===== src/hw/rtl/hwq_pkg.sv =====
// Shared types, constants and the quarter-sine table of the Hann window unit.
// No dependencies.
package hwq_pkg;

   localparam int unsigned QUARTER_TABLE_ENTRIES = 65;
   localparam logic [15:0] LEN_RESET     = 16'd1024;
   localparam logic [15:0] LEN_MIN       = 16'd3;
   localparam logic [31:0] QUARTER_PHASE = 32'h4000_0000;
   localparam int unsigned DIV_BITS      = 48;
   localparam logic [5:0]  DIV_LAST      = 6'(DIV_BITS - 1);

   // One queued sample with its frame position already classified
   typedef struct packed {
      logic signed [15:0] sample;
      logic [15:0]        mirror_pos;
      logic [15:0]        len;
      logic               last;
   } item_type;

   typedef enum logic [3:0] {
      ST_IDLE,
      ST_DIVP,
      ST_TAB,
      ST_COEF,
      ST_MUL,
      ST_SQR,
      ST_DIVC,
      ST_WAITC,
      ST_DIVS,
      ST_WAITS,
      ST_OUT
   } state_type;

   function automatic logic [15:0] quarter_sine(input logic [6:0] off);
      logic [15:0] v;
      case (off)
         7'd0: v = 16'd0;      7'd1: v = 16'd804;    7'd2: v = 16'd1608;
         7'd3: v = 16'd2410;   7'd4: v = 16'd3212;   7'd5: v = 16'd4011;
         7'd6: v = 16'd4808;   7'd7: v = 16'd5602;   7'd8: v = 16'd6393;
         7'd9: v = 16'd7179;   7'd10: v = 16'd7962;  7'd11: v = 16'd8739;
         7'd12: v = 16'd9512;  7'd13: v = 16'd10278; 7'd14: v = 16'd11039;
         7'd15: v = 16'd11793; 7'd16: v = 16'd12539; 7'd17: v = 16'd13279;
         7'd18: v = 16'd14010; 7'd19: v = 16'd14732; 7'd20: v = 16'd15446;
         7'd21: v = 16'd16151; 7'd22: v = 16'd16846; 7'd23: v = 16'd17530;
         7'd24: v = 16'd18204; 7'd25: v = 16'd18868; 7'd26: v = 16'd19519;
         7'd27: v = 16'd20159; 7'd28: v = 16'd20787; 7'd29: v = 16'd21403;
         7'd30: v = 16'd22005; 7'd31: v = 16'd22594; 7'd32: v = 16'd23170;
         7'd33: v = 16'd23731; 7'd34: v = 16'd24279; 7'd35: v = 16'd24811;
         7'd36: v = 16'd25329; 7'd37: v = 16'd25832; 7'd38: v = 16'd26319;
         7'd39: v = 16'd26790; 7'd40: v = 16'd27245; 7'd41: v = 16'd27683;
         7'd42: v = 16'd28105; 7'd43: v = 16'd28510; 7'd44: v = 16'd28898;
         7'd45: v = 16'd29268; 7'd46: v = 16'd29621; 7'd47: v = 16'd29956;
         7'd48: v = 16'd30273; 7'd49: v = 16'd30571; 7'd50: v = 16'd30852;
         7'd51: v = 16'd31113; 7'd52: v = 16'd31356; 7'd53: v = 16'd31580;
         7'd54: v = 16'd31785; 7'd55: v = 16'd31971; 7'd56: v = 16'd32137;
         7'd57: v = 16'd32285; 7'd58: v = 16'd32412; 7'd59: v = 16'd32521;
         7'd60: v = 16'd32609; 7'd61: v = 16'd32678; 7'd62: v = 16'd32728;
         7'd63: v = 16'd32757; 7'd64: v = 16'd32767;
         default: v = 16'd0;
      endcase
      return v;
   endfunction

   // Full-circle sine from 256 steps: mirror odd quadrants, negate the lower half
   function automatic logic signed [17:0] table_sine(input logic [7:0] idx);
      logic [6:0]         off;
      logic signed [17:0] mag;
      off = {1'b0, idx[5:0]};
      if (idx[6]) off = 7'd64 - off;
      mag = signed'({2'b00, quarter_sine(off)});
      return idx[7] ? -mag : mag;
   endfunction

endpackage


===== src/hw/rtl/hwq_queue.sv =====
// Two-entry queue between front and back of the Hann window unit.
// Depends on hwq_pkg.
module hwq_queue (
   input  logic              clock,
   input  logic              reset,
   input  logic              push,
   input  hwq_pkg::item_type push_item,
   input  logic              pop,
   output logic              full,
   output logic              not_empty,
   output hwq_pkg::item_type head
);
   hwq_pkg::item_type slot_ff [2];
   logic              wr_ptr_ff, wr_ptr_in;
   logic              rd_ptr_ff, rd_ptr_in;
   logic [1:0]        count_ff, count_in;

   assign full      = (count_ff == 2'd2);
   assign not_empty = (count_ff != 2'd0);
   assign head      = slot_ff[rd_ptr_ff];

   // Advance pointers and fill count
   always_comb begin
      wr_ptr_in = push ? ~wr_ptr_ff : wr_ptr_ff;
      rd_ptr_in = pop ? ~rd_ptr_ff : rd_ptr_ff;
      count_in  = count_ff + {1'b0, push} - {1'b0, pop};
   end

   always_ff @(posedge clock) begin
      if (reset) begin
         wr_ptr_ff <= 1'b0;
         rd_ptr_ff <= 1'b0;
         count_ff  <= 2'd0;
      end else begin
         wr_ptr_ff <= wr_ptr_in;
         rd_ptr_ff <= rd_ptr_in;
         count_ff  <= count_in;
      end
   end

   // Store a beat
   always_ff @(posedge clock) begin
      if (push) slot_ff[wr_ptr_ff] <= push_item;
   end
endmodule


===== config.mk =====
export PLATFORM = sky130hd
export DESIGN_NAME = hwq_queue
export DESIGN_NICKNAME = d
export VERILOG_FILES = /design/src/hw/rtl/hwq_pkg.sv /design/src/hw/rtl/hwq_queue.sv
export SDC_FILE = /design/constraint.sdc
export NUM_CORES = 1
export LEC_CHECK = 0
export ABC_AREA = 0
export ABC_CLOCK_PERIOD_IN_PS = 3900
export CELL_PAD_IN_SITES_DETAIL_PLACEMENT = 1
export CELL_PAD_IN_SITES_GLOBAL_PLACEMENT = 2
export CORE_ASPECT_RATIO = 1.2
export CORE_UTILIZATION = 30
export DETAILED_ROUTE_END_ITERATION = 12
export DONT_BUFFER_PORTS = 1
export PLACE_DENSITY_LB_ADDON = 0.1
export SYNTH_ARGS = -nofsm -noshare
export SYNTH_HDL_FRONTEND = slang
export SYNTH_SLANG_ARGS = --single-unit

===== constraint.sdc =====
create_clock -name clock -period 3.9 [get_ports clock]
set_input_delay 0 -clock clock [delete_from_list [all_inputs] [get_ports clock]]
set_output_delay 0 -clock clock [all_outputs]
set_load 0.02 [all_outputs]

======== Yosys cells after proc, flatten, opt, wreduce, memory -nomap -nowiden ========
Memory sizes are Yosys's and may differ from the RTL's. A register that Yosys moved wholly into a read port is not among the register bits.
Cells that the tools add are included.
storage, ports and cells
  memories ................................ 1
  word-level logic and storage cells ...... 14
  flip-flop bits (word level) ............. 4
  bits in writable memories ............... 98
  output and inout port bits .............. 51
cells by class
  multiplexer cells ....................... 4
  bitwise logic cells ..................... 2
  add/sub/neg operators ................... 2
  reduce and logical (&&, ||, !) cells .... 1
  equality and inequality tests ........... 1
memory list
  name     depth  width  rd ports  clocked after memory_dff  wr ports  line             RTL
  slot_ff  2      49     1         1                         1         hwq_queue.sv:13  hwq_pkg::item_type slot_ff [2];
operator list
  cell                count
  $mux 1              4
  $add 2x1->2         1
  $eq 2x2->1 const B  1
  $not 1->1           2
  $reduce_bool 2->1   1
  $sub 2x1->2         1

======== Logic depth before layout (Yosys ltp) ========
  depth after elaboration ................. 3
  gate-level depth with buffers ........... 6

======== Worst setup path after synthesis ========
No wires, ideal clock.
  path kind ............................... flip-flop to flip-flop
  start ................................... reg wr_ptr_ff
  end ..................................... mem slot_ff[0][0] in the netlist's numbering, enable pin
  period minus slack after synthesis ...... 2.976 ns
  path buffers ............................ 0
  cell stages (with the launch flop) ...... 2
  setup slack ............................. 0.924 ns
  arrival ................................. 2.514 ns
  setup time .............................. 0.462 ns
  path through ............................ dfxtp_1 > nor2b_1
RTL lines
  what                    line             RTL
  from (decl)             hwq_queue.sv:14  logic wr_ptr_ff, wr_ptr_in;
  from (signal assigned)  hwq_queue.sv:35  wr_ptr_ff <= wr_ptr_in;
  to (decl)               hwq_queue.sv:13
No word-level cell before the write port.

==> results.py <==
metrics = {
    "logic_synthesis": {
        "ys_seq_elements": 103,
        "yosysMostFrequentCell": "edfxtp_1",
        "synth_top_area_share": 0.774,
        "synth.area.top_cells": "edfxtp_1 (77%), mux2_2 (12%), mux2_4 (4.0%)",
        "synthDistinctLibCells": 15,
        "syn-instance-count": 173,
        "async_reset_ff_frac": 0,
        "netlist_top_cells_count": "edfxtp_1 (98), mux2_2 (39), mux2_4 (10)",
        "synth_nets": 228,
        "yosysTopAreaCell": "edfxtp_1",
        "synth.avg_cell_area_sq_um": 22.0,
        "synth_edf_count": 98,
        "syn_area_sq_um": 3800,
        "yosys_warnings": 0,
        "yosysSeqAreaShare": 0.801,
        "synthFlopType": "edfxtp_1",
    },
    "pwr": {
        "ir_worst_vdd_uv": 190,
        "power_density_nw_per_um2": 515,
        "p_leak_nw": 1.62,
        "power_mw": 2.47,
    },
    "job": {
        "drv_cap": 0,
    },
    "critical_path": {
        "required_ns": 3.90,
        "cp_cell_sequence": "buf_4, mux2_2",
        "r2r-start": "wr_ptr_ff",
        "path_class": "flop to primary output",
        "arrival_ns": 1.93,
        "crit_path_end_kind": "primary output",
        "max_stage_delay_ns": 0.63,
        "r2r_cells": 1,
        "crit_fanout": 33,
        "timing.rr.end": "slot_ff[1][48]",
        "cp-start-kind": "flop",
        "r2r_slack_ns": 2.05,
        "slowest_stage": "dfxtp_2",
    },
    "die": {
        "die_h_um": 125,
        "rows": 44,
        "die_w_um": 105,
        "start_util": 0.311,
        "pin_count": 104,
        "core_sq_um": 12200,
        "die-area_sq_um": 13100,
    },
    "timing": {
        "final_hold_viol_count": 0,
        "tightest_slew_ns": 1.26,
        "min_period_over_period": 0.495,
        "slew_violations": 0,
        "rsz0062_at_grt": "no",
        "setup_viol": 0,
        "period_needed_ns": 1.93,
        "max_clock_freq_mhz": 518,
        "finClkSkew_ns": 0.00542,
        "holdWs_ns": 0.0908,
        "slew_headroom": 0.161,
        "fin_setup_tns_ns": 0,
    },
    "clock_tree": {
        "h-tree-depth": 3,
        "clock-sinks": 103,
        "clockRootBuffer": "clkbuf_16",
        "worst_skew_pair.late_latency_ns": 0.33,
        "cts_buffer_depth": 2,
        "cts_tree": "yes",
        "cts.clk_slew.worst_paths_ns": 0.06,
        "post_cts_buffers": 0,
        "numCtsBuffers": 9,
    },
    "final_layout": {
        "seq_area_sq_um": 3040,
        "syn_to_final_growth_pct": 26.1,
        "nFillCells": 1227,
        "fin_util": 0.392,
        "multi_input_area_sq_um": 709,
        "design_area_sq_um": 4790,
        "nets": 289,
        "final_layout_size_suffix_gt1_frac": 0.280,
        "antenna_cells": 0,
    },
    "hold_path": {
        "min_path_cells": 1,
        "hold_start": "push",
        "hold_class": "primary input to flop",
        "min_to": "slot_ff[0][10]",
    },
    "routing": {
        "dr.pass1.iters": 3,
        "avgRoutedWirePerCell_um": 17.4,
        "drtIter0Drc": 45,
        "via_per_inst": 4.34,
        "ant_nets": 0,
        "vias": 1734,
        "drt_wl_total_um": 6950,
        "route.detailed.drc": 0,
    },
    "placed_design": {
        "dpl_cell_area_sq_um": 3980,
        "gp_congestion": 0.685,
        "portBuffers": 0,
        "place_hpwl_um": 4440,
    },
    "global_routing": {
        "grt-ovfl-total": 0,
        "grt_start_max_net_pins": 50,
        "antenna_found_initial": 0,
        "first_global_vias": 1941,
        "grt_pass1_wl_um": 10500,
        "grt.total_usage": 0.110,
    },
    "status": {
        "outcome": "finished clean",
    },
}
-- state kept, by name (all words and copies together), names as in the netlist, named ones only --
signal / flops
rd_ptr_ff: 1
count_ff: 2
wr_ptr_ff: 1
slot_ff: 98
-- routing by layer --
metal / track usage / up-vias / part of all wire
met5: 0 / - / 0
met4: 0.0423 / 0 / 0.012
met3: 0.0448 / 5 / 0.068
met2: 0.203 / 61 / 0.55
met1: 0.108 / 875 / 0.37
li1: - / 793 / -
-- where the power goes --
| part | leakage (nW) | switching, mW | internal [mW] |
|---|---|---|---|
| clock | 0.138 | 0.348 | 0.498 |
| sequential | 0.962 | 0.0284 | 1.29 |
| combinational | 0.521 | 0.176 | 0.125 |
| total | 1.62 | 0.552 | 1.91 |
-- repair_timing --
action / in CTS / in global routing
gates resized for setup: 0 / 0
hold buffers: 53 / 0
hold endpoints to repair: 103 / 0
-- kinds of logic (layout without fill, tap and decap cells) --
family | count (synthesis) | count (layout) | synth area share
AND/OR/NAND/NOR | 9 | 9 | 0.0122
flip-flops | 103 | 103 | 0.801
adder cells (fa/ha/maj) | 2 | 2 | 0.00658
multiplexers | 49 | 49 | 0.155
buffers and inverters | 7 | 73 | 0.0148
XOR/XNOR | 3 | 3 | 0.0105
-- through the flow --
stage | setup WS (ns) | std cells
after global placement | 2.12 | 331
after detailed placement | 2.00 | 331
after CTS | 1.88 | 400
final | 1.97 | 400
after floorplan | 0.924 | 173
after global routing | 1.81 | 400
-- worst max-delay path: cells and delay by family, from the launching register on --
family,cells,cell delay (ns)
flops,1,0.63
buf+inv,1,0.51
mux,1,0.46
-- how the worst max path moves through the flow --
stage                           to  slack [ns]  depth (start not counted)
detailed placement  slot_ff[1][27]        2.00                          1
finish                    head[37]        1.97                          2
CTS                       head[37]        1.88                          2
floorplan            slot_ff[0][0]        0.92                          1
global route               head[2]        1.81                          2
global placement    slot_ff[1][18]        2.12                          1
-- final cells by class --
cell class	instances	area share
Sequential cell	103	0.635
Clock inverter	3	0.00914
Multi-Input combinational cell	63	0.148
Inverter	2	0.00157
Clock buffer	13	0.0501
Tap cell	161	0.0420
Timing Repair Buffer	55	0.114
-- cells in the final DEF (no fill, tap or decap), types with 2 or more instances in the layout --
master          n
dfxtp_1         4
mux2_2         39
buf_4           2
ha_1            2
edfxtp_1       98
nor2_1          4
mux2_4         10
dlygate4sd3_1  53
nor2b_1         2
clkbuf_1        4
inv_1           2
xnor2_1         2
clkbuf_16       9
Power figures use the tool's default switching activity.
