**src/hw/rtl/hwq_pkg.sv**
```systemverilog
// Shared types, constants and the quarter-sine table of the Hann window unit.
// No dependencies.
package hwq_pkg;

   localparam int unsigned QUARTER_TABLE_ENTRIES = 65;
   localparam logic [15:0] LEN_RESET     = 16'd1024;
   localparam logic [15:0] LEN_MIN       = 16'd3;
   localparam logic [31:0] QUARTER_PHASE = 32'h4000_0000;
   localparam int unsigned DIV_BITS      = 48;
   localparam logic [5:0]  DIV_LAST      = 6'(DIV_BITS - 1);

   // One queued sample with its frame position already classified
   typedef struct packed {
      logic signed [15:0] sample;
      logic [15:0]        mirror_pos;
      logic [15:0]        len;
      logic               last;
   } item_type;

   typedef enum logic [3:0] {
      ST_IDLE,
      ST_DIVP,
      ST_TAB,
      ST_COEF,
      ST_MUL,
      ST_SQR,
      ST_DIVC,
      ST_WAITC,
      ST_DIVS,
      ST_WAITS,
      ST_OUT
   } state_type;

   function automatic logic [15:0] quarter_sine(input logic [6:0] off);
      logic [15:0] v;
      case (off)
         7'd0: v = 16'd0;      7'd1: v = 16'd804;    7'd2: v = 16'd1608;
         7'd3: v = 16'd2410;   7'd4: v = 16'd3212;   7'd5: v = 16'd4011;
         7'd6: v = 16'd4808;   7'd7: v = 16'd5602;   7'd8: v = 16'd6393;
         7'd9: v = 16'd7179;   7'd10: v = 16'd7962;  7'd11: v = 16'd8739;
         7'd12: v = 16'd9512;  7'd13: v = 16'd10278; 7'd14: v = 16'd11039;
         7'd15: v = 16'd11793; 7'd16: v = 16'd12539; 7'd17: v = 16'd13279;
         7'd18: v = 16'd14010; 7'd19: v = 16'd14732; 7'd20: v = 16'd15446;
         7'd21: v = 16'd16151; 7'd22: v = 16'd16846; 7'd23: v = 16'd17530;
         7'd24: v = 16'd18204; 7'd25: v = 16'd18868; 7'd26: v = 16'd19519;
         7'd27: v = 16'd20159; 7'd28: v = 16'd20787; 7'd29: v = 16'd21403;
         7'd30: v = 16'd22005; 7'd31: v = 16'd22594; 7'd32: v = 16'd23170;
         7'd33: v = 16'd23731; 7'd34: v = 16'd24279; 7'd35: v = 16'd24811;
         7'd36: v = 16'd25329; 7'd37: v = 16'd25832; 7'd38: v = 16'd26319;
         7'd39: v = 16'd26790; 7'd40: v = 16'd27245; 7'd41: v = 16'd27683;
         7'd42: v = 16'd28105; 7'd43: v = 16'd28510; 7'd44: v = 16'd28898;
         7'd45: v = 16'd29268; 7'd46: v = 16'd29621; 7'd47: v = 16'd29956;
         7'd48: v = 16'd30273; 7'd49: v = 16'd30571; 7'd50: v = 16'd30852;
         7'd51: v = 16'd31113; 7'd52: v = 16'd31356; 7'd53: v = 16'd31580;
         7'd54: v = 16'd31785; 7'd55: v = 16'd31971; 7'd56: v = 16'd32137;
         7'd57: v = 16'd32285; 7'd58: v = 16'd32412; 7'd59: v = 16'd32521;
         7'd60: v = 16'd32609; 7'd61: v = 16'd32678; 7'd62: v = 16'd32728;
         7'd63: v = 16'd32757; 7'd64: v = 16'd32767;
         default: v = 16'd0;
      endcase
      return v;
   endfunction

   // Full-circle sine from 256 steps: mirror odd quadrants, negate the lower half
   function automatic logic signed [17:0] table_sine(input logic [7:0] idx);
      logic [6:0]         off;
      logic signed [17:0] mag;
      off = {1'b0, idx[5:0]};
      if (idx[6]) off = 7'd64 - off;
      mag = signed'({2'b00, quarter_sine(off)});
      return idx[7] ? -mag : mag;
   endfunction

endpackage

```
**src/hw/rtl/hwq_front.sv**
```systemverilog
// Front part: length register, frame position tracking, queue push.
// Depends on hwq_pkg.
module hwq_front (
   input  logic              clock,
   input  logic              reset,
   input  logic              req_valid,
   output logic              req_stall,
   input  logic signed [15:0] req_sample,
   input  logic              csr_valid,
   output logic              csr_ready,
   input  logic [15:0]       csr_data,
   input  logic              queue_full,
   output logic              push,
   output hwq_pkg::item_type push_item,
   output logic              cfg_clear
);
   logic [15:0] len_ff, len_in;
   logic [15:0] pos_ff, pos_in;
   logic [15:0] len_eff, len_m1, pos, rev;
   logic        last;

   assign csr_ready = 1'b1;
   assign cfg_clear = csr_valid;
   assign req_stall = queue_full;
   assign push      = req_valid && !queue_full;

   // Classify the incoming beat
   always_comb begin
      len_eff = (len_ff < hwq_pkg::LEN_MIN) ? hwq_pkg::LEN_MIN : len_ff;
      len_m1  = len_eff - 16'd1;
      pos     = (pos_ff >= len_eff) ? 16'd0 : pos_ff;
      rev     = len_m1 - pos;
      last    = (pos == len_m1);
      push_item.sample     = req_sample;
      push_item.mirror_pos = (pos < rev) ? pos : rev;
      push_item.len        = len_eff;
      push_item.last       = last;
      len_in = csr_valid ? csr_data : len_ff;
      if (csr_valid) pos_in = 16'd0;
      else if (push) pos_in = last ? 16'd0 : pos + 16'd1;
      else pos_in = pos_ff;
   end

   always_ff @(posedge clock) begin
      if (reset) begin
         len_ff <= hwq_pkg::LEN_RESET;
         pos_ff <= 16'd0;
      end else begin
         len_ff <= len_in;
         pos_ff <= pos_in;
      end
   end
endmodule

```
**config.mk**
```make
export PLATFORM = sky130hd
export DESIGN_NAME = hwq_front
export DESIGN_NICKNAME = d
export VERILOG_FILES = /design/src/hw/rtl/hwq_pkg.sv /design/src/hw/rtl/hwq_front.sv
export SDC_FILE = /design/constraint.sdc
export NUM_CORES = 1
export LEC_CHECK = 0
export BUFFER_PORTS_ARGS = -buffer_cell sky130_fd_sc_hd__clkbuf_2
export CAP_MARGIN = 20
export CELL_PAD_IN_SITES_DETAIL_PLACEMENT = 0
export CELL_PAD_IN_SITES_GLOBAL_PLACEMENT = 2
export CORE_MARGIN = 2
export CORE_UTILIZATION = 33
export DETAILED_ROUTE_END_ITERATION = 6
export PLACE_DENSITY_LB_ADDON = 0.08
export SETUP_SLACK_MARGIN = 0.5
export SYNTH_ARGS = -nofsm -noshare
export SYNTH_HDL_FRONTEND = slang
export SYNTH_SLANG_ARGS = --single-unit
```
**constraint.sdc**
```tcl
create_clock -name clock -period 21.4 [get_ports clock]
set_input_delay 4.28 -clock clock [delete_from_list [all_inputs] [get_ports clock]]
set_output_delay 4.28 -clock clock [all_outputs]
set_load 0.005 [all_outputs]
```
# [Yosys cells after proc, flatten, opt, wreduce, memory -nomap -nowiden]
# Cells that the tools add are included.
[op_classes] add_sub_neg=3 order_cmp=3 eq_ne=1 muxes=4 n_reduce_logical=3
[op_table] op="16-bit 2-to-1 mux" count=4
[op_table] op="16-bit by 1-bit adder with 16-bit output (second input constant)" count=1
[op_table] op="16-bit equality test" count=1
[op_table] op="16-bit greater-or-equal comparator" count=1
[op_table] op="16-bit < comparator" count=1
[op_table] op="16-bit by 2-bit < comparator with 1-bit output (second input constant)" count=1
[op_table] op="16-bit by 1-bit subtractor with 16-bit output (second input constant)" count=1
[op_table] op="16-bit subtractor" count=1
[op_table] op="2-bit OR reduction" count=1
[op_table] op="1-bit logical AND" count=1
[op_table] op="1-bit logical NOT" count=1
[totals] register_bits=32 in_bits=37 output_inout_bits=53 wordCells=16

# [Logic depth before layout (Yosys ltp)]
# Gate-level depths: netlist of run 1.
[depth] depth_word=7 mapped_depth=30 ltp_nobuf=28

# [Worst setup path before layout of run 1]
# No wires, ideal clock.
[synth_path] path_kind="register -> output" start="register len_ff[7]" end="output push_item[17] (netlist bit)" arrival_ns=6.160 required_ns=17.120 path_slack_ns=10.960 stages_incl_launch_ff=28 n_path_buf=3 cell_sequence="dfxtp_1 -> or4_1 -> nor4_4 -> a31oi_1 -> inv_1 -> ha_1 -> nor2b_1 -> o21ai_0 -> a221oi_1 -> o21a_2 -> clkbuf_1 -> clkbuf_1 -> nand2_1 -> ha_1 -> nand3_1 -> o21bai_1 -> a211o_1 -> a31oi_1 -> a311oi_1 -> xnor2_1 -> xnor2_1 -> ha_1 -> a21oi_1 -> o21ai_0 -> o311ai_0 -> clkbuf_1 -> nand2_1 -> o21ai_0"
[synth_lines] element="start, declared" line_no="hwq_front.sv:17" rtl="logic [15:0] len_ff, len_in;"
[synth_lines] element="start signal, assigned" line_no="hwq_front.sv:46" rtl="len_ff <= hwq_pkg::LEN_RESET;"
[synth_lines] element="start signal, assigned" line_no="hwq_front.sv:49" rtl="len_ff <= len_in;"
[synth_lines] element="end, declared" line_no="hwq_front.sv:14" rtl="output hwq_pkg::item_type push_item,"

==> impl_summary.txt, run 1 <==
----------------------------------------------------
[Global routing]
  GRT overflow ... 0
  Aggregate global-route resource usage ... 17.9%
  Largest net degree at the start of global routing ... 24
  Vias in the first global route ... 3166
  Global-route wire length before repair ... 16700 um
  Antenna violations before repair ... 0

[Synthesis]
  Sequential share of the synthesized area ... 17.3%
  Post-synth top area share ... 17.3%
  Share of synthesized cell area in full adder, half adder and majority cells ... 17.1%
  Synthesized-area fraction occupied by ao, oa, aoi and oai cells ... 19.0%
  Count of flip-flops with a built-in enable after synthesis ... 0
  Post-synthesis async set-or-reset flop share ... 0%
  Top cell type by total area after synthesis ... dfxtp_1
  Simple-gate share of the synthesized area ... 23.6%
  Unique masters post-synth ... 60
  Gate count of the mapped netlist ... 507
  Number of synthesized register bits ... 32
  Combinational family with the most area after synthesis ... simple AND/OR/NAND/NOR gates
  Mux contribution to synthesized area ... 4.32%
  Library cell with the highest instance count after synthesis ... nand2_1
  Xor and xnor area share after synthesis ... 7.05%
  Mean cell area of the mapped netlist ... 7.31 um^2
  Top area cells in the synthesized netlist ... dfxtp_1, ha_1, nand2_1, a21oi_1, o21ai_0
  Net count after synthesis ... 594
  Yosys warns ... 0
  Post-synthesis cell area ... 0.00371 mm^2
  Main synth FF type ... dfxtp_1
  Leading cell types by count after synthesis ... nand2_1, ha_1, inv_1, a21oi_1, o21ai_0

[Timing]
  Crit share post-route ... 53.8%
  Min Hold Slack ... 0.495 ns
  Setup repair after global routing missed its margin ... false
  Highest Clock Rate ... 0.0868 GHz
  Hold violation total from the final report ... 0
  Max-slew violation count ... 0
  Actual slew at the worst max-slew pin ... 0.661 ns
  Post-layout minimum cycle time ... 11.52 ns
  Setup-violating endpoint count in the final report ... 0
  Worst slew slack as a fraction of its limit ... 55.7%
  Maximum clock skew at final layout ... 0.0115 ns
  Total negative setup slack ... 0 ns

[Cells and area]
  Synthesis-to-finish area growth ... 7.89%
  Summed area of non-filler cells in the final layout ... 0.00400 mm^2
  Number of inserted diodes ... 0
  Final net count ... 610
  Utilization of the core after routing ... 36.8%
  Share of cells above drive strength 1 ... 16.4%
  Number of cells in the finished layout apart from fillers ... 664
  Filler cells ... 1186

[Clock network]
  TritonCTS Buffers ... 5
  Hold_buf cts ... 0
  Clock sink total ... 32
  Insertion delay of the later-clocked pin in the worst-skew pair ... 0.29 ns
  Post-CTS Setup Bufs ... 0
  Clock Pin Slew Worst Setup and Hold Paths ... 0.07 ns
  Maximum number of buffers from clock root to sink ... 2
  Clock root buffer ... clkbuf_8
  Number of instances resized during post-cts repair ... 0
  Maximum level of the CTS H-tree ... 2
  CTS tree ... done

[Critical path]
  Startpoint type of the worst setup path ... register
  Slowest cell on crit path ... or4_1
  Required @ worst endpoint ... 17.12 ns
  Worst Setup End Kind ... primary output
  Arrival time of the worst setup path ... 7.24 ns
  Peak fanout along the critical path ... 23
  Critical path's largest stage delay ... 0.64 ns
  Crit Path Category ... register to primary output

[Floorplanning]
  I/O pin total ... 90
  Core Area ... 0.0109 mm^2
  Count of standard-cell rows ... 38
  Initial Utilization ... 34.1%
  Die width ... 110 um
  Die Footprint ... 0.0121 mm^2
  Die height ... 110 um

[Route]
  WL per Instance ... 15.6 um
  Total vias in the final route ... 3441
  Number of design rule violations left after detail routing ... 0
  Number of antenna-violating nets in the routed design ... 0
  Initial DRT Pass Iterations ... 5
  Average via count per standard cell ... 5.18
  Initial detailed-routing violation count ... 201
  Final WL ... 10400 um

[Power]
  Total power density per cell area ... 49.9 mW/mm^2
  Static Leak ... 1.90 nW
  VDD IR-drop max ... 22.2 uV

[Outcome]
  Status ... finished clean

[Placement]
  Instance area at placement ... 0.00391 mm^2
  HPWL reported at the end of detailed placement ... 8440 um
  # placed instances ... 656
  Last weighted congestion value of the routability-driven placer ... 0.826
  Port buffer count ... 56

[Min path]
  Min-delay worst type ... register to register

[Job]
  Count of maximum capacitance violations ... 0

----------------------------------------------------
[worst max-delay path, delay by kind of cell (launching register included)]
| kind | cells | cell delay, ns |
|---|---|---|
| AO/OA/AOI/OAI | 11 | 2.98 |
| XOR/XNOR | 3 | 0.62 |
| AND/OR/NAND/NOR | 6 | 1.46 |
| flip-flops | 1 | 0.35 |
| adder cells (fa/ha/maj) | 3 | 0.89 |
| buffers and inverters | 3 | 0.64 |
[cells by family (layout without fill, tap and decap cells)]
kind of cell    after synthesis  after routing
mux                          16             16
other cells                   1              1
xor+xnor                     29             29
buf+inv                      91            108
compound gates              114            114
fa+ha+maj                    50             50
simple gates                174            174
flops                        32             32
[state kept, by name, indices dropped and copies added (netlist names)]
register	flops
pos_ff	16
len_ff	16
[per-stage QoR]
step                      setup WS (ns)  total power, mW
final                              9.88            0.200
after global routing               9.14            0.216
after CTS                          9.83            0.202
after detailed placement          10.18            0.153
after global placement            10.31            0.154
after floorplan                   10.96            0.135
[final timing paths]
path / startpoint / slack, ns / cells after the start / to
setup / recovery: len_ff[7] / 9.88 / 26 / push_item[32]
hold / removal: pos_ff[0] / 0.50 / 2 / pos_ff[0]
setup reg to reg: len_ff[7] / 15.64 / 18 / pos_ff[10]
hold reg to reg: pos_ff[0] / 0.50 / 2 / pos_ff[0]
[cells in the final DEF, fill, tap and decap left out, types with 3 or more instances in the layout]
master,netlist,routed
a21oi_1,39,39
nor2b_1,6,6
nand4_1,4,4
clkbuf_8,0,5
o21a_1,4,4
dfxtp_1,32,32
or3b_2,4,4
nand2b_1,4,4
nor2_1,29,29
ha_1,49,49
or3_2,3,3
nand3_1,13,13
o21bai_1,3,3
or4_1,3,3
clkbuf_2,1,56
nor4_1,5,5
nor3_1,9,9
xnor2_1,17,17
a21o_1,6,6
and3_1,10,10
o211ai_1,3,3
xor2_1,11,11
a31oi_1,5,5
inv_1,41,41
a311oi_1,3,3
mux2i_1,16,16
o21ai_0,37,37
nand2_1,67,67
[layout make-up]
| type | instances | area (um^2) | share of cell area [%] |
|---|---|---|---|
| Multi-Input combinational cell | 384 | 2650 | 66.1 |
| Timing Repair Buffer | 58 | 295 | 7.38 |
| Inverter | 42 | 158 | 3.94 |
| Clock inverter | 3 | 18.8 | 0.469 |
| Sequential cell | 32 | 641 | 16.0 |
| Clock buffer | 5 | 68.8 | 1.72 |
| Tap cell | 140 | 175 | 4.38 |
[routing by layer]
metal | global-route usage [%] | routed length (um)
met5 | 0 | 0
met4 | 4.25 | 99
met2 | 26.9 | 4350
met1 | 26.9 | 5340
met3 | 2.41 | 573
[power by group]
group	internal [mW]	total, mW	switching [mW]
clock network	0.0227	0.0471	0.0245
registers	0.0614	0.0646	0.00319
logic	0.0371	0.0879	0.0508
total	0.121	0.200	0.0785
No activity file was read; power rests on OpenSTA's default activity.
==> run 2: changes to the inputs <==
--- a/config.mk
+++ b/config.mk
@@ -10,7 +10,7 @@
 export CELL_PAD_IN_SITES_DETAIL_PLACEMENT = 0
 export CELL_PAD_IN_SITES_GLOBAL_PLACEMENT = 2
 export CORE_MARGIN = 2
-export CORE_UTILIZATION = 33
+export CORE_UTILIZATION = 30
 export DETAILED_ROUTE_END_ITERATION = 6
 export PLACE_DENSITY_LB_ADDON = 0.08
 export SETUP_SLACK_MARGIN = 0.5
==> constraint.sdc (replaced) <==
create_clock -name clock -period 12 [get_ports clock]
set_input_delay 2.4 -clock clock [delete_from_list [all_inputs] [get_ports clock]]
set_output_delay 2.4 -clock clock [all_outputs]
set_load 0.005 [all_outputs]
==> impl_summary.txt, run 2 (synthesized netlist as in run 1, its figures left out) <==
----------------------------------------------------
[Route]
  Initial detailed-routing violation count ... 133 (was 201)
  Number of antenna-violating nets in the routed design ... 0 (unchanged)
  Total vias in the final route ... 3421 (was 3441)
  Initial DRT Pass Iterations ... 4 (was 5)
  Average via count per standard cell ... 4.95 (was 5.18)
  Final WL ... 10800 um (was 10400 um)
  Number of design rule violations left after detail routing ... 0 (unchanged)
  WL per Instance ... 15.7 um (was 15.6 um)

[Critical path]
  Startpoint type of the worst setup path ... register (unchanged)
  Required @ worst endpoint ... 9.60 ns (was 17.12 ns)
  Crit Path Category ... register to primary output (unchanged)
  Slowest cell on crit path ... or4_1 (unchanged)
  Critical path's largest stage delay ... 0.64 ns (about the same)
  Worst Setup End Kind ... primary output (unchanged)
  Arrival time of the worst setup path ... 7.18 ns (was 7.24 ns)
  Peak fanout along the critical path ... 25 (was 23)

[Cells and area]
  Most common library cell in the layout ignoring fill and taps ... nand2_1 (unchanged)
  Number of cells in the finished layout apart from fillers ... 691 (was 664)
  Synthesis-to-finish area growth ... 10.7% (was 7.89%)
  Final net count ... 609 (was 610)
  Share of cells above drive strength 1 ... 16.1% (was 16.4%)
  Registers with the most flip-flops ... len_ff: 16 flops, pos_ff: 16 flops (unchanged)
  Number of inserted diodes ... 0 (unchanged)
  Commonest cells after routing, fill and taps aside ... nand2_1, clkbuf_2, ha_1 (unchanged)

[Floorplanning]
  Die height ... 115 um (was 110 um)
  I/O pin total ... 90 (unchanged)
  Initial Utilization ... 30.7% (was 34.1%)
  Count of standard-cell rows ... 40 (was 38)
  Die Footprint ... 0.0133 mm^2 (was 0.0121 mm^2)
  Die width ... 115 um (was 110 um)
  Core Area ... 0.0121 mm^2 (was 0.0109 mm^2)

[Clock network]
  TritonCTS Buffers ... 5 (unchanged)
  Hold_buf cts ... 0 (unchanged)
  CTS tree ... done (unchanged)
  Maximum number of buffers from clock root to sink ... 2 (unchanged)
  Clock sink total ... 32 (unchanged)
  Clock Pin Slew Worst Setup and Hold Paths ... 0.05 ns (was 0.07 ns)
  Post-CTS Setup Bufs ... 0 (unchanged)
  Maximum level of the CTS H-tree ... 2 (unchanged)
  Insertion delay of the later-clocked pin in the worst-skew pair ... 0.28 ns (was 0.29 ns)
  Number of instances resized during post-cts repair ... 0 (unchanged)
  Clock root buffer ... clkbuf_16 (was clkbuf_8)

[Timing]
  Setup-violating endpoint count in the final report ... 0 (unchanged)
  Total negative setup slack ... 0 ns (unchanged)
  Max-slew violation count ... 0 (unchanged)
  Post-layout minimum cycle time ... 9.58 ns
  Highest Clock Rate ... 0.104 GHz
  Maximum clock skew at final layout ... 0.00150 ns (was 0.0115 ns)
  Setup repair after global routing missed its margin ... false (unchanged)
  Actual slew at the worst max-slew pin ... 0.756 ns (was 0.661 ns)
  Crit share post-route ... 79.8%
  Min Hold Slack ... 0.494 ns (was 0.495 ns)
  Worst slew slack as a fraction of its limit ... 48.3% (was 55.7%)
  Hold violation total from the final report ... 0 (unchanged)

[Power]
  Total power density per cell area ... 102 mW/mm^2 (was 49.9 mW/mm^2)
  Static Leak ... 1.93 nW (was 1.90 nW)
  Overall power after layout ... 419 uW (was 200 uW)
  VDD IR-drop max ... 56.4 uV (was 22.2 uV)

[Placement]
  Last weighted congestion value of the routability-driven placer ... 0.848 (was 0.826)
  Port buffer count ... 56 (unchanged)
  # placed instances ... 683 (was 656)
  HPWL reported at the end of detailed placement ... 8960 um (was 8440 um)

[Global routing]
  Global-route wire length before repair ... 17300 um (was 16700 um)
  Antenna violations before repair ... 0 (unchanged)
  GRT overflow ... 0 (unchanged)
  Vias in the first global route ... 3306 (was 3166)
  Largest net degree at the start of global routing ... 26 (was 24)
  Aggregate global-route resource usage ... 16.7% (was 17.9%)

[Outcome]
  Status ... finished clean (unchanged)

[Min path]
  Min-delay worst type ... register to register (unchanged)

[Job]
  Count of maximum capacitance violations ... 0 (unchanged)

----------------------------------------------------
[run 2: cell types whose count changed in the layout (fill, tap and decap cells not counted), sizes merged]
| cell | previous run | this run |
|---|---|---|
| clkinv | 4 | 2 |
| bufinv | 0 | 1 |
| clkbuf | 61 | 62 |
| buf | 2 | 1 |
[run 2: power by group]
part / total [mW] / internal, mW / leakage (nW) / switching, mW
Sequential: 0.115 / 0.110 / 0.261 / 0.00568
Clock: 0.146 / 0.0976 / 0.0808 / 0.0480
Combinational: 0.158 / 0.0663 / 1.59 / 0.0917
Total: 0.419 / 0.274 / 1.93 / 0.145
[run 2: stage by stage]
| stage | utilization, % | instance area (um^2) | setup slack (ns) |
|---|---|---|---|
| after global routing | 34.0 | 4110 | 1.74 |
| after CTS | 34.0 | 4110 | 2.39 |
| after global placement | 32.7 | 3940 | 2.85 |
| after detailed placement | 32.7 | 3940 | 2.70 |
| final | 34.0 | 4110 | 2.42 |
| after floorplan | - | 3710 | 3.44 |
[run 2: critical path, delay by kind of cell (launching register included)]
family	cells	cell delay (ns)
XOR/XNOR	1	0.13
AND/OR/NAND/NOR	7	1.46
flip-flops	1	0.34
buffers and inverters	4	0.79
AO/OA/AOI/OAI	12	3.16
adder cells (fa/ha/maj)	4	0.98
[run 2: metal layers]
layer  routed length, um  track usage (%)  vias up
li1                    -                -     1771
met5                   0                0        -
met1                5220             22.7     1572
met2                5060             27.6       64
met3                 382             2.21       14
met4                 181             4.90        0
[run 2: path summary, 6_finish.rpt]
check                                from       endpoint  slack [ns]  cells after the start
worst max-delay path            len_ff[7]  push_item[32]        2.42                     28
worst min-delay path            pos_ff[0]      pos_ff[0]        0.49                      2
worst max register to register  len_ff[7]     pos_ff[10]        6.32                     19
worst min register to register  pos_ff[0]      pos_ff[0]        0.49                      2
[run 2: final cells by class]
class	count	area (um^2)
Clock buffer	6	129
Tap cell	168	210
Fill cell	1320	7960
Inverter	42	158
Clock inverter	2	35.0
Sequential cell	32	641
Timing Repair Buffer	57	288
Multi-Input combinational cell	384	2650
==> run 3: changes to the inputs <==
--- a/config.mk
+++ b/config.mk
@@ -10,7 +10,7 @@
 export CELL_PAD_IN_SITES_DETAIL_PLACEMENT = 0
 export CELL_PAD_IN_SITES_GLOBAL_PLACEMENT = 2
 export CORE_MARGIN = 2
-export CORE_UTILIZATION = 30
+export CORE_UTILIZATION = 27
 export DETAILED_ROUTE_END_ITERATION = 6
 export PLACE_DENSITY_LB_ADDON = 0.08
 export SETUP_SLACK_MARGIN = 0.5
==> constraint.sdc (replaced) <==
create_clock -name clock -period 8.7 [get_ports clock]
set_input_delay 1.74 -clock clock [delete_from_list [all_inputs] [get_ports clock]]
set_output_delay 1.74 -clock clock [all_outputs]
set_load 0.005 [all_outputs]
==> impl_summary.txt, run 3 (synthesized netlist as in run 1, its figures left out) <==
----------------------------------------------------
[Global routing]
  Vias in the first global route ... 3378 (was 3306)
  Antenna violations before repair ... 0 (unchanged)
  GRT overflow ... 0 (unchanged)
  Aggregate global-route resource usage ... 15.6% (was 16.7%)
  Largest net degree at the start of global routing ... 25 (was 26)
  Global-route wire length before repair ... 17800 um (was 17300 um)

[Cells and area]
  Utilization of the core after routing ... 33.5% (was 34.0%)
  Synthesis-to-finish area growth ... 20.5% (was 10.7%)
  Number of cells in the finished layout apart from fillers ... 715 (was 691)
  Number of inserted diodes ... 0 (unchanged)
  Share of cells above drive strength 1 ... 22.8% (was 16.1%)
  Registers with the most flip-flops ... len_ff: 16 flops, pos_ff: 16 flops (unchanged)
  Commonest cells after routing, fill and taps aside ... nand2_1, clkbuf_2, ha_1 (unchanged)
  Final net count ... 625 (was 609)
  Most common library cell in the layout ignoring fill and taps ... nand2_1 (unchanged)
  Filler cells ... 1490 (was 1320)

[Critical path]
  Startpoint type of the worst setup path ... register (unchanged)
  Critical path buffer and inverter count ... 5 (was 4)
  Critical path's largest stage delay ... 0.59 ns (was 0.64 ns)
  Peak fanout along the critical path ... 12 (was 25)
  Worst Setup End Kind ... primary output (unchanged)
  Arrival time of the worst setup path ... 6.12 ns (was 7.18 ns)
  Slowest cell on crit path ... or4_4 (was or4_1)
  Required @ worst endpoint ... 6.96 ns (was 9.60 ns)
  Crit Path Category ... register to primary output (unchanged)
  Critical path's top delay family ... compound AO/OA/AOI/OAI gates (unchanged)

[Timing]
  Worst slew slack as a fraction of its limit ... 54.1% (was 48.3%)
  Setup-violating endpoint count in the final report ... 0 (unchanged)
  Setup repair after global routing missed its margin ... false (unchanged)
  Min Hold Slack ... 0.498 ns (was 0.494 ns)
  Hold violation total from the final report ... 0 (unchanged)
  Max-slew violation count ... 0 (unchanged)
  Actual slew at the worst max-slew pin ... 0.682 ns (was 0.756 ns)
  Highest Clock Rate ... 0.127 GHz
  Crit share post-route ... 90.3%
  Total negative setup slack ... 0 ns (unchanged)
  Post-layout minimum cycle time ... 7.86 ns
  Maximum clock skew at final layout ... 0.00219 ns (was 0.00150 ns)

[Placement]
  Port buffer count ... 56 (unchanged)
  Last weighted congestion value of the routability-driven placer ... 0.872 (was 0.848)
  HPWL reported at the end of detailed placement ... 9400 um (was 8960 um)
  # placed instances ... 699 (was 683)

[Power]
  Total power density per cell area ... 138 mW/mm^2 (was 102 mW/mm^2)
  Static Leak ... 2.05 nW (was 1.93 nW)
  VDD IR-drop max ... 96.6 uV (was 56.4 uV)
  Overall power after layout ... 616 uW (was 419 uW)

[Route]
  Number of design rule violations left after detail routing ... 0 (unchanged)
  Initial detailed-routing violation count ... 109 (was 133)
  Total vias in the final route ... 3461 (was 3421)
  Average via count per standard cell ... 4.84 (was 4.95)
  Number of antenna-violating nets in the routed design ... 0 (unchanged)
  Initial DRT Pass Iterations ... 4 (unchanged)
  Final WL ... 11500 um (was 10800 um)
  WL per Instance ... 16.0 um (was 15.7 um)

[Floorplanning]
  Core Area ... 0.0133 mm^2 (was 0.0121 mm^2)
  Count of standard-cell rows ... 42 (was 40)
  Die height ... 121 um (was 115 um)
  Die Footprint ... 0.0147 mm^2 (was 0.0133 mm^2)
  Initial Utilization ... 27.8% (was 30.7%)
  Die width ... 121 um (was 115 um)
  I/O pin total ... 90 (unchanged)

[Clock network]
  Maximum number of buffers from clock root to sink ... 2 (unchanged)
  Clock Pin Slew Worst Setup and Hold Paths ... 0.06 ns (was 0.05 ns)
  TritonCTS Buffers ... 5 (unchanged)
  Hold_buf cts ... 0 (unchanged)
  Insertion delay of the later-clocked pin in the worst-skew pair ... 0.28 ns (about the same)
  Clock sink total ... 32 (unchanged)
  CTS tree ... done (unchanged)
  Maximum level of the CTS H-tree ... 2 (unchanged)
  Clock root buffer ... clkbuf_16 (unchanged)

[Job]
  Count of maximum capacitance violations ... 0 (unchanged)

[Outcome]
  Status ... finished clean (unchanged)

[Min path]
  Min-delay worst type ... register to register (unchanged)

----------------------------------------------------
## run 3: repair_timing
item / CTS / global route
cloned: 0 / 1
setup buffers: 4 / 3
pin swaps: 3 / 10
endpoints found under the setup margin: 16 / 16
resized for setup: 5 / 27
## run 3: cell type report
cell class / instances / area, um^2 / share of cell area (%)
Multi-Input combinational cell: 384 / 2830 / 63.4
Sequential cell: 32 / 641 / 14.3
Timing Repair Buffer: 73 / 450 / 10.1
Tap cell: 176 / 220 / 4.93
Inverter: 42 / 158 / 3.53
Clock buffer: 5 / 125 / 2.80
Clock inverter: 3 / 42.5 / 0.952
## run 3: through the flow
step / instance area [um^2] / setup slack, ns
after floorplan: 3710 / 0.800
after global placement: 4020 / 0.550
after detailed placement: 4020 / 0.445
after CTS: 4250 / 0.513
after global routing: 4470 / 0.499
final: 4470 / 0.843
## run 3: power by group
part / switching [mW] / internal [mW]
combinational: 0.144 / 0.113
sequential: 0.00583 / 0.151
clock: 0.0677 / 0.134
## run 3: tightest hold or removal path, cell delays in order (launching register included)
cell and delay [ns]:
dfxtp_1 0.33, nand2_1 0.06, a21oi_1 0.05
## run 3: final timing paths
| check | from | to | slack, ns | cells after the start |
|---|---|---|---|---|
| max | len_ff[7] | push_item[28] | 0.84 | 28 |
| min | pos_ff[0] | pos_ff[0] | 0.50 | 2 |
| max reg2reg | len_ff[7] | pos_ff[6] | 3.16 | 21 |
| min reg2reg | pos_ff[0] | pos_ff[0] | 0.50 | 2 |
## run 3: per-layer routing
layer	global-route usage (%)	wire, um	vias to the layer above
met3	1.93	258	11
li1	-	-	1793
met5	0	0	-
met4	3.95	112	0
met2	26.2	5560	45
met1	21.2	5540	1612
